[src/sv/cpe_pkg.sv]
package cpe_pkg;

  // Angle word inside the CORDIC units: 30 fraction bits, room for +-(pi + gain).
  typedef logic signed [34:0] ang_t;
  // sin and cos with 16 fraction bits.
  typedef logic signed [17:0] trig_t;
  // Matrix entries and atan2 operands with 16 fraction bits.
  typedef logic signed [18:0] mtx_t;

  localparam ang_t ANG_PI      = 35'sd3373259426;
  localparam ang_t ANG_HALF_PI = 35'sd1686629713;
  localparam logic signed [32:0] CORDIC_GAIN = 33'sd652032874;

  // Width of the square-root radicand and the number of root digits.
  localparam int SQ_W     = 36;
  localparam int SQ_STEPS = 18;
  localparam int ROOT_W   = 18;

  // Configuration register indexes.
  localparam logic [1:0] REG_START_EAST  = 2'd0;
  localparam logic [1:0] REG_START_NORTH = 2'd1;

  // atan(2^-i) scaled by 2^30, rounded to nearest.
  localparam logic [30:0] ATAN_TAB [25] = '{
    31'd843314857, 31'd497837829, 31'd263043837, 31'd133525159,
    31'd67021687,  31'd33543516,  31'd16775851,  31'd8388437,
    31'd4194283,   31'd2097149,   31'd1048576,   31'd524288,
    31'd262144,    31'd131072,    31'd65536,     31'd32768,
    31'd16384,     31'd8192,      31'd4096,      31'd2048,
    31'd1024,      31'd512,       31'd256,       31'd128,
    31'd64
  };

  // Rotation-matrix entries that travel together.
  typedef struct packed {
    mtx_t r00;
    mtx_t r10;
    mtx_t r20n;
    mtx_t r21;
    mtx_t r22;
  } rot_t;

  typedef struct packed {
    rot_t            rot;
    logic [SQ_W-1:0] sq;
  } mx_t;

  // Round half up from 32 to 16 fraction bits.
  function automatic mtx_t rnd16(input logic signed [37:0] v);
    logic signed [37:0] t;
    t = (v + 38'sd32768) >>> 16;
    return t[18:0];
  endfunction

endpackage

[src/sv/cpe_isqrt.sv]
module cpe_isqrt (
  input  logic                         clk,
  input  logic                         en_i,
  input  logic [cpe_pkg::SQ_W-1:0]     sq_i,
  output logic [cpe_pkg::ROOT_W-1:0]   root_o
);

  localparam int W = cpe_pkg::SQ_W;
  localparam int S = cpe_pkg::SQ_STEPS;

  logic [W-1:0] v_r   [S];
  logic [W-1:0] res_r [S];

  // One root digit per stage, bit moving down by two places each time.
  for (genvar k = 0; k < S; k++) begin : g_dig
    localparam logic [W-1:0] BIT = W'(1) << (2 * (S - 1 - k));
    logic [W-1:0] vi, ri, trial;
    if (k == 0) begin : g_first
      assign vi = sq_i;
      assign ri = '0;
    end else begin : g_next
      assign vi = v_r[k-1];
      assign ri = res_r[k-1];
    end
    assign trial = ri + BIT;
    always_ff @(posedge clk) begin
      if (en_i) begin
        if (vi >= trial) begin
          v_r[k]   <= vi - trial;
          res_r[k] <= (ri >> 1) + BIT;
        end else begin
          v_r[k]   <= vi;
          res_r[k] <= ri >> 1;
        end
      end
    end
  end

  assign root_o = res_r[S-1][cpe_pkg::ROOT_W-1:0];

endmodule

[config.mk]
export PLATFORM = sky130hd
export DESIGN_NAME = cpe_isqrt
export DESIGN_NICKNAME = d
export VERILOG_FILES = /design/src/sv/cpe_pkg.sv /design/src/sv/cpe_isqrt.sv
export SDC_FILE = /design/constraint.sdc
export NUM_CORES = 1
export LEC_CHECK = 0
export BUFFER_PORTS_ARGS = -buffer_cell sky130_fd_sc_hd__buf_2
export CORE_MARGIN = 10
export CORE_UTILIZATION = 25
export CTS_BUF_LIST = sky130_fd_sc_hd__clkbuf_16
export CTS_CLUSTER_SIZE = 30
export DETAILED_ROUTE_END_ITERATION = 8
export GPL_TIMING_DRIVEN = 0
export PLACE_DENSITY_LB_ADDON = 0.08
export SYNTH_ARGS = -nofsm -noshare
export SYNTH_HDL_FRONTEND = slang
export SYNTH_SLANG_ARGS = --single-unit
[constraint.sdc]
create_clock -name clk -period 3.45 [get_ports clk]
set_clock_uncertainty 0.1 [all_clocks]
set_input_delay 0.5175 -clock clk [delete_from_list [all_inputs] [get_ports clk]]
set_output_delay 0.5175 -clock clk [all_outputs]
set_load 0.005 [all_outputs]
==> out/metrics.csv <==
metric,value,unit
crit-path max cell delay,0.49,ns
Max Cap Viol,0,
"Req. time, crit path",3.74,ns
initial antenna violation count,5,
dpl ws,-0.6049,ns
Synth Flop Type,edfxtp_1,
Rows,140,
port bufs,55,
Max VDD drop,0.3515,mV
Setup WS post-layout,0.01803,ns
register area,23510,µm²
total track usage,11.13,%
Slew @ Worst Pin,1.243,ns
Final Max Tran Viols,0,
critical path class,flop to flop,
Worst Hold Class,input port to flop,
Starting DRT DRC Count,1434,
final wirelength,91660,µm
Ys Warns,0,
P&R area growth vs syn,18.99,%
Clock Sinks,783,
compound-gate portion of the synthesized area,8.519,%
most frequent cells in the layout,"783 x edfxtp_1, 254 x inv_1, 200 x nand2_1, 183 x ha_1, 161 x o21ai_0",
Achievable Freq,291.4,MHz
gate count after technology mapping,2843,
dominant cell type by area after synthesis,edfxtp_1,
Post-synth EDFFs,783,
area share of the largest cell type after synthesis,63.75,%
worst skew pair latency,0.69,ns
TritonCTS buffer count,91,
Starting Density,25.24,%
synth unique cells,76,
cell family with most CP delay,simple AND/OR/NAND/NOR gates,
WL/cell,18.09,µm
Worst Path Buf+Inv,3,
Final ANT Viol Nets,0,
number of global-route vias before repair,23640,
largest fanout on the critical path,7,
Crit. End Element,flop,
Period minus WS final,3.432,ns
Final period util,99.48,%
# setup viols final,0,
gr ovfl total,0,
Vias/cell,4.473,
Post-Synth Simple-Gate Area,11.41,%
dpl hpwl,70870,µm
Die Area,163300,µm²
Syn Std Cell Area,36880,µm²
die width,404.1,µm
combinational family with the most area after synthesis,simple AND/OR/NAND/NOR gates,
hold path start,sq_i[35],
mux cell area share after synthesis,0.9906,%
Std-Cell Core Area,146100,µm²
Clock Tree Root,clkbuf_16,
CP Cell Sequence,inv_1 > ha_2 > or4_4 > or4_4 > or3_4 > or3_4 > a211o_1 > buf_6 > buf_8 > mux2_4,
Pleak,16.14,nW
"top cells by area, synth","edfxtp_1 64%, ha_1 6.3%, xnor2_1 3.3%",
Crit-path slowest cell,or4_4,
Nets,3296,
largest net degree at the start of global routing,42,
Reg-to-Reg Start,res_r[5][24],
first-pass GRT wire length,142300,µm
post-synthesis sequential area ratio,63.75,%
Multi-input gate area,12610,µm²
"flops & latches, synth",783,
die height,404.1,µm
RePlAce Congestion,0.8660,
share of cells above drive strength 1,11.85,%
"commonest non-fill, non-tap cell in the layout",edfxtp_1,
I/O Pins,56,
# fillers,14710,
Fin. Hold Viols,0,
xor/xnor share of the synthesized area,6.008,%
pwr dens,594.5,nW/µm²
"Reg clk slew, reported paths",0.06,ns
drt drc,0,
reg2reg path depth,10,
H-tree lvl count,3,
number of detailed-routing iterations run before antenna repair,7,
instance count on the critical path,10,
status,"finished, final reports clean",
CP arrival,3.72,ns
CP startpoint,res_r[5][24],
hold depth,3,
Synth Area in Adders,6.310,%
asr flop ratio synth,0,%
crit start category,flop,
CTS tree,yes,
DR vias,22660,
syn avg cell area,12.97,µm²
Slew HR,17.15,%
setup tns final,0,ns
syn_nets,3067,
CTS max path bufs,3,
RSZ-0062 raised after global routing,true,
## state kept, by name (all words and copies together) (netlist names)
register  flops
v_r         612
res_r       171
## worst register-to-register path, delay by kind of cell (launching register included)
kind	cells	cell delay (ns)
adders and majority gates	1	0.19
buffers and inverters	3	0.34
muxes	1	0.29
AOI/OAI and AO/OA	1	0.24
DFF	1	0.37
and+or+nand+nor	4	1.63
## stage by stage
step	hold WS [ns]	std cells	utilization, %	instance area, µm²	power (mW)
floorplan	0.3166	2843	-	36880	15.33
global placement	0.3374	4815	27.08	39550	16.62
detailed placement	0.3329	4833	27.34	39930	16.70
CTS	0.02279	5058	29.87	43640	26.49
global route	0.08535	5065	30.04	43880	27.50
finish	0.09368	5066	30.04	43880	26.09
## report_power, final
| group | internal (mW) | leakage [nW] | total, mW | switching, mW |
|---|---|---|---|---|
| combinational | 1.70 | 7.12 | 3.91 | 2.22 |
| sequential | 11.9 | 7.49 | 12.7 | 0.853 |
| clock | 5.44 | 1.53 | 9.47 | 4.03 |
| total | 19.0 | 16.1 | 26.1 | 7.10 |
## path summary, 6_finish.rpt
check | slack (ns) | endpoint
hold / removal | 0.09 | v_r[0][35]
hold reg to reg | 0.33 | res_r[8][46]
setup reg to reg | 0.02 | v_r[5][60]
setup / recovery | 0.02 | v_r[5][60]
## synth_stat cells (20+ instances only)
| cell type | number |
|---|---|
| edfxtp_1 | 783 |
| a21oi_1 | 113 |
| nor4_1 | 88 |
| xor2_1 | 116 |
| nand3_1 | 37 |
| o21ai_0 | 165 |
| ha_1 | 186 |
| nor2_1 | 144 |
| o21a_1 | 41 |
| nand2_1 | 202 |
| clkbuf_1 | 49 |
| a21o_1 | 44 |
| nand4_1 | 34 |
| inv_1 | 233 |
| nor2b_1 | 23 |
| nand2b_1 | 47 |
| mux2_2 | 20 |
| xnor2_1 | 137 |
| or3_1 | 24 |
| nor3_1 | 81 |
## metal layers
| layer | vias to the layer above | share of wire [%] | global-route usage (%) |
|---|---|---|---|
| met5 | - | 0 | 0 |
| met4 | 0 | 2.7 | 3.166 |
| met3 | 152 | 3.6 | 1.994 |
| met2 | 396 | 50 | 19.74 |
| met1 | 11000 | 43 | 13.74 |
| li1 | 11110 | - | - |
## layout make-up
cell class              instances  area share (%)
diodes                          1        0.005702
plain buffers                  53          0.6615
clock buffers                  91           5.189
well taps                    1917           5.466
clock inverters                78           1.580
flip-flops and latches        783           53.58
inverters                     233           1.993
multi-input cells            1772           28.73
repair buffers                138           2.797
## repair_timing
| action | in CTS | in global routing |
|---|---|---|
| setup buffers | 22 | 9 |
| resized for setup | 49 | 58 |
| hold endpoints to repair | 34 | 0 |
| hold buffers | 34 | 0 |
| setup endpoints to repair | 175 | 153 |
| pin swaps | 11 | 5 |
## kinds of logic (layout without fill, tap and decap cells)
kind of cell	Yosys count	after routing
other	0	1
AND/OR/NAND/NOR	803	803
XOR/XNOR	253	253
flip-flops	783	783
adder cells (fa/ha/maj)	186	186
multiplexers	33	33
AO/OA/AOI/OAI	497	497
buffers and inverters	288	593
(Power assumes the default switching activity.)
