[src/sv/cpe_pkg.sv]
package cpe_pkg;

  // Angle word inside the CORDIC units: 30 fraction bits, room for +-(pi + gain).
  typedef logic signed [34:0] ang_t;
  // sin and cos with 16 fraction bits.
  typedef logic signed [17:0] trig_t;
  // Matrix entries and atan2 operands with 16 fraction bits.
  typedef logic signed [18:0] mtx_t;

  localparam ang_t ANG_PI      = 35'sd3373259426;
  localparam ang_t ANG_HALF_PI = 35'sd1686629713;
  localparam logic signed [32:0] CORDIC_GAIN = 33'sd652032874;

  // Width of the square-root radicand and the number of root digits.
  localparam int SQ_W     = 36;
  localparam int SQ_STEPS = 18;
  localparam int ROOT_W   = 18;

  // Configuration register indexes.
  localparam logic [1:0] REG_START_EAST  = 2'd0;
  localparam logic [1:0] REG_START_NORTH = 2'd1;

  // atan(2^-i) scaled by 2^30, rounded to nearest.
  localparam logic [30:0] ATAN_TAB [25] = '{
    31'd843314857, 31'd497837829, 31'd263043837, 31'd133525159,
    31'd67021687,  31'd33543516,  31'd16775851,  31'd8388437,
    31'd4194283,   31'd2097149,   31'd1048576,   31'd524288,
    31'd262144,    31'd131072,    31'd65536,     31'd32768,
    31'd16384,     31'd8192,      31'd4096,      31'd2048,
    31'd1024,      31'd512,       31'd256,       31'd128,
    31'd64
  };

  // Rotation-matrix entries that travel together.
  typedef struct packed {
    mtx_t r00;
    mtx_t r10;
    mtx_t r20n;
    mtx_t r21;
    mtx_t r22;
  } rot_t;

  typedef struct packed {
    rot_t            rot;
    logic [SQ_W-1:0] sq;
  } mx_t;

  // Round half up from 32 to 16 fraction bits.
  function automatic mtx_t rnd16(input logic signed [37:0] v);
    logic signed [37:0] t;
    t = (v + 38'sd32768) >>> 16;
    return t[18:0];
  endfunction

endpackage

[src/sv/cpe_atan2.sv]
module cpe_atan2 #(
  parameter int CORDIC_STAGES = 16
) (
  input  logic           clk,
  input  logic           en_i,
  input  cpe_pkg::mtx_t  y_i,
  input  cpe_pkg::mtx_t  x_i,
  output cpe_pkg::mtx_t  ang_o
);

  localparam int N = CORDIC_STAGES;

  logic signed [35:0] x_r [N+1];
  logic signed [35:0] y_r [N+1];
  cpe_pkg::ang_t      z_r [N+1];
  logic               zero_r [N+1];
  cpe_pkg::mtx_t      ang_r;

  logic signed [35:0] x0, y0;
  cpe_pkg::ang_t      zrnd;

  assign x0 = {{3{x_i[18]}}, x_i, 14'b0};
  assign y0 = {{3{y_i[18]}}, y_i, 14'b0};

  // Left half plane: start from +-pi with the vector turned around.
  always_ff @(posedge clk) begin
    if (en_i) begin
      zero_r[0] <= (x_i == '0) && (y_i == '0);
      if (x_i[18]) begin
        x_r[0] <= -x0;
        y_r[0] <= -y0;
        z_r[0] <= y_i[18] ? -cpe_pkg::ANG_PI : cpe_pkg::ANG_PI;
      end else begin
        x_r[0] <= x0;
        y_r[0] <= y0;
        z_r[0] <= '0;
      end
    end
  end

  // One vectoring step per stage.
  for (genvar k = 0; k < N; k++) begin : g_vec
    localparam cpe_pkg::ang_t STEP = $signed({4'b0, cpe_pkg::ATAN_TAB[k]});
    always_ff @(posedge clk) begin
      if (en_i) begin
        if (!y_r[k][35]) begin
          x_r[k+1] <= x_r[k] + (y_r[k] >>> k);
          y_r[k+1] <= y_r[k] - (x_r[k] >>> k);
          z_r[k+1] <= z_r[k] + STEP;
        end else begin
          x_r[k+1] <= x_r[k] - (y_r[k] >>> k);
          y_r[k+1] <= y_r[k] + (x_r[k] >>> k);
          z_r[k+1] <= z_r[k] - STEP;
        end
        zero_r[k+1] <= zero_r[k];
      end
    end
  end

  // Round to Q3.13.
  assign zrnd = (z_r[N] + 35'sd65536) >>> 17;

  always_ff @(posedge clk) begin
    if (en_i) begin
      ang_r <= zero_r[N] ? '0 : zrnd[18:0];
    end
  end

  assign ang_o = ang_r;

endmodule

[config.mk]
export PLATFORM = sky130hd
export DESIGN_NAME = cpe_atan2
export DESIGN_NICKNAME = d
export VERILOG_FILES = /design/src/sv/cpe_pkg.sv /design/src/sv/cpe_atan2.sv
export SDC_FILE = /design/constraint.sdc
export NUM_CORES = 2
export LEC_CHECK = 0
export BUFFER_PORTS_ARGS = -buffer_cell sky130_fd_sc_hd__buf_2
export CORE_MARGIN = 4
export CORE_UTILIZATION = 25
export DETAILED_ROUTE_END_ITERATION = 7
export GPL_TIMING_DRIVEN = 0
export PLACE_DENSITY_LB_ADDON = 0.08
export SYNTH_ARGS = -nofsm -noshare
export SYNTH_HDL_FRONTEND = slang
export SYNTH_SLANG_ARGS = --single-unit
[constraint.sdc]
create_clock -name clk -period 10.2 [get_ports clk]
set_clock_uncertainty 0.2 [all_clocks]
set_input_delay 0 -clock clk [delete_from_list [all_inputs] [get_ports clk]]
set_output_delay 0 -clock clk [all_outputs]
set_load 0.05 [all_outputs]
==> summary.txt <==
Synth
  • Synth Instances: 12420
  • #FFs+latches synth: ~1400
  • Most used flip-flop cell after synthesis: edfxtp_1
  • Ys Warns: 0
  • Netlist Area Pre-Place: 119100 sq um
  • Unique masters post-synth: between 90 and 100
  • Top-count cell post-synth: edfxtp_1
  • Seq/Total Area, Yosys: 0.3572
  • Syn_area_per_cell: 9.589 sq um
  • Post-synth ARST share: 0
  • Post-synthesis net count: 13850
  • Largest area contributor in the netlist: edfxtp_1
  • Top-area cell type share of the netlist area: 0.3572
  • Top cells by area, synth: edfxtp_1 36%, ha_1 14%, xnor2_1 8.6%
  • Most frequent cells after synthesis: 1417 x edfxtp_1, 1352 x ha_1, 1174 x a21oi_1, 1165 x xnor2_1, 973 x nor2_1
  • Number of synthesized flops with an enable pin: approximately 1400

Clocking
  • Clock buffer depth: 4
  • Clock Tree Root: clkbuf_16
  • Clock Latency Late Sink: 0.92 ns
  • Setup Fix Bufs, Post-CTS: 0
  • Clock Sinks: 1417
  • CTS tree: done
  • Total CTS buffers: 195
  • Clock Pin Slew Worst Setup and Hold Paths: about 0.060 ns
  • H-tree depth: 4

Critical path
  • CP startpoint kind: input pin
  • RR Startpoint: y_r[4][35]$_DFFE_PP_
  • R2r worst-path depth: 17
  • CP arrival: between 9 and 10 ns
  • Required time of the critical path: 10.59 ns
  • Crit path capture type: register
  • Crit path max fanout: 31
  • Reg2reg setup slack: 2.49 ns
  • WS Path Type: in2reg
  • Reg-to-Reg End: y_r[5][35]$_DFFE_PP_

Timing
  • Worst Hold Margin: ~0.13 ns
  • Tcrit/Tclk final: 0.8902
  • Slew headroom: 0.1815
  • RSZ-0062 raised after global routing: no
  • Final Critical Period: 9.080 ns
  • Final setup vio count: 0
  • Max Freq: 110.1 MHz
  • Final Max Tran Viols: 0
  • Slew at the pin closest to its max-slew limit: approximately 1.2 ns
  • Final Hold Fails: 0

Die
  • Die height: 698.2 um
  • Core area: 474800 sq um
  • Initial core utilization: 0.2508
  • # rows: 253
  • Io pins: 59
  • Die Width: 698.2 um
  • Die area: 487500 sq um

Place
  • Dpl cell area: 128000 sq um
  • Routability cong.: 0.8637
  • PortBufs: 58
  • Hpwl dp: 317800 um

Worst hold path
  • Tightest Hold Check Type: in2reg
  • Worst Hold Launch: en_i
  • Hold EP: x_r[3][12]$_DFFE_PP_
  • Hold path depth: 5

Route
  • DR vias/cell: approximately 4.9
  • DR WL/cell: between 20 and 25 um
  • DR pass1 iterations: 6
  • Detail Route Antenna Nets: 0
  • Iteration-0 DRC Markers: approximately 4800
  • Total routed wirelength: 385500 um
  • DRC viols: 0
  • Total number of vias: 93520

GRT
  • Vias in the first global route: between 90000 and 100k
  • First-pass GRT wire length: 582100 um
  • GRT Util Overall: 0.1522
  • Total grt overflow: 0
  • Initial antenna violation count: 12
  • Pin count of the biggest net entering global routing: a little over 70

Cells and area
  • Layout cells sized above 1: 0.04177
  • Area of the multi-input gates: between 70000 and 80000 sq um
  • Layout area overhead: 13.67%
  • FILL cells: between 40000 and 50000
  • Final net count: between 10000 and 15000
  • Post-layout util: 0.2851
  • Design Area, Final: 135400 sq um
  • Register Area: 42550 sq um

Flow run
  • Max Cap Viol: 0

Run status
  • Status: completed
-- how the worst max path moves through the flow --
stage / startpoint / slack, ns / end / cells after the start
6_report: en_i / 1.12 / y_r[9][32]$_DFFE_PP_ / 25
3_3_place_gp: en_i / -2.81 / y_r[9][32]$_DFFE_PP_ / 21
2_1_floorplan: x_r[10][19]$_DFFE_PP_ / 5.02 / y_r[11][34]$_DFFE_PP_ / 15
5_1_grt: en_i / 0.62 / y_r[9][32]$_DFFE_PP_ / 25
4_1_cts: en_i / 0.82 / y_r[11][34]$_DFFE_PP_ / 25
3_5_place_dp: en_i / 1.20 / y_r[11][30]$_DFFE_PP_ / 23
-- state kept, by name, summed over array words and instances, names as in the netlist --
signal	count
z_r	448
x_r	461
y_r	473
ang_o	18
zero_r	17
-- timing repair --
item | CTS | global route
gates resized for setup | 0 | 0
hold buffers | 113 | 0
endpoints found under the setup margin | 0 | 0
endpoints found under the hold margin | 88 | 0
-- cell usage in the layout (no fill, tap or decap), types with 43 or more instances in the layout --
cell type / instances
a211oi_1: 119
a21o_1: 560
a21oi_1: 1174
a31oi_1: 102
and2_1: 79
and3_1: 115
buf_2: 65
clkbuf_1: 200
clkbuf_16: 199
clkinv_1: 46
dlygate4sd3_1: 113
edfxtp_1: 1417
ha_1: 1352
inv_1: 486
nand2_1: 800
nand2b_1: 195
nand3_1: 206
nand4_1: 99
nor2_1: 973
nor2b_1: 154
nor3_1: 288
nor4_1: 95
o211ai_1: 43
o21a_1: 178
o21ai_0: 691
o21bai_1: 158
o31ai_1: 149
o41ai_1: 88
or2_2: 43
or3_1: 107
or4_1: 43
xnor2_1: 1165
xor2_1: 637
-- worst max-delay path, cell delays in order --
cell and delay, ns:
dlygate4sd3_1 0.52, buf_4 0.19, dlygate4sd3_1 0.86, buf_16 0.25, buf_2 0.63, buf_4 0.55
clkbuf_2 0.57, buf_12 0.25, nand2_1 0.52, inv_1 0.44, buf_2 0.68, nor2_1 0.12
xor2_1 0.18, ha_1 0.33, a21o_1 0.20, a21oi_1 0.30, o21a_1 0.16, o31ai_1 0.10
o41ai_1 0.60, a31oi_1 0.39, a2111o_1 0.53, a41oi_1 0.42, o21bai_1 0.11, a21oi_1 0.19
xnor2_1 0.09
-- kinds of logic after synthesis --
| logic type | Yosys count | share of synthesized area |
|---|---|---|
| xor gates and xnor gates | 1802 | 0.1325 |
| DFF | 1417 | 0.3572 |
| AOI/OAI and AO/OA | 3718 | 0.2002 |
| and+or+nand+nor | 3326 | 0.1349 |
| adders and majority gates | 1386 | 0.1477 |
| muxes | 53 | 0.004664 |
| buffers and inverters | 719 | 0.02275 |
-- layer usage --
| layer | wire length, um | global-route usage | vias to the layer above |
|---|---|---|---|
| met1 | 169700 | 0.1899 | 44560 |
| li1 | - | - | 47050 |
| met4 | 11420 | 0.04200 | 0 |
| met2 | 194100 | 0.2770 | 1438 |
| met3 | 10270 | 0.01483 | 471 |
| met5 | 0 | 0 | - |
-- final cells by class --
cell class / count / share of cell area
buffer: 223 / 0.006904
timing repair buffer: 198 / 0.01532
sequential: 1417 / 0.3143
inverter: 496 / 0.01375
tap: 6247 / 0.05773
multi-input combinational: 10290 / 0.5455
clock inverter: 115 / 0.008428
antenna: 6 / 0.0001109
clock buffer: 242 / 0.03797
-- through the flow --
step | cells | setup slack (ns) | TNS (ns)
after floorplan | 12420 | 5.020 | 0
after global placement | 18730 | -2.808 | -918.06
after detailed placement | 18750 | 1.202 | 0
after CTS | 19220 | 0.8160 | 0
after global routing | 19230 | 0.6212 | 0
final | 19230 | 1.120 | 0
Power is left out: the tool's default activity adds up to more than one toggle a clock period on the data nets, which glitch-free logic cannot reach.
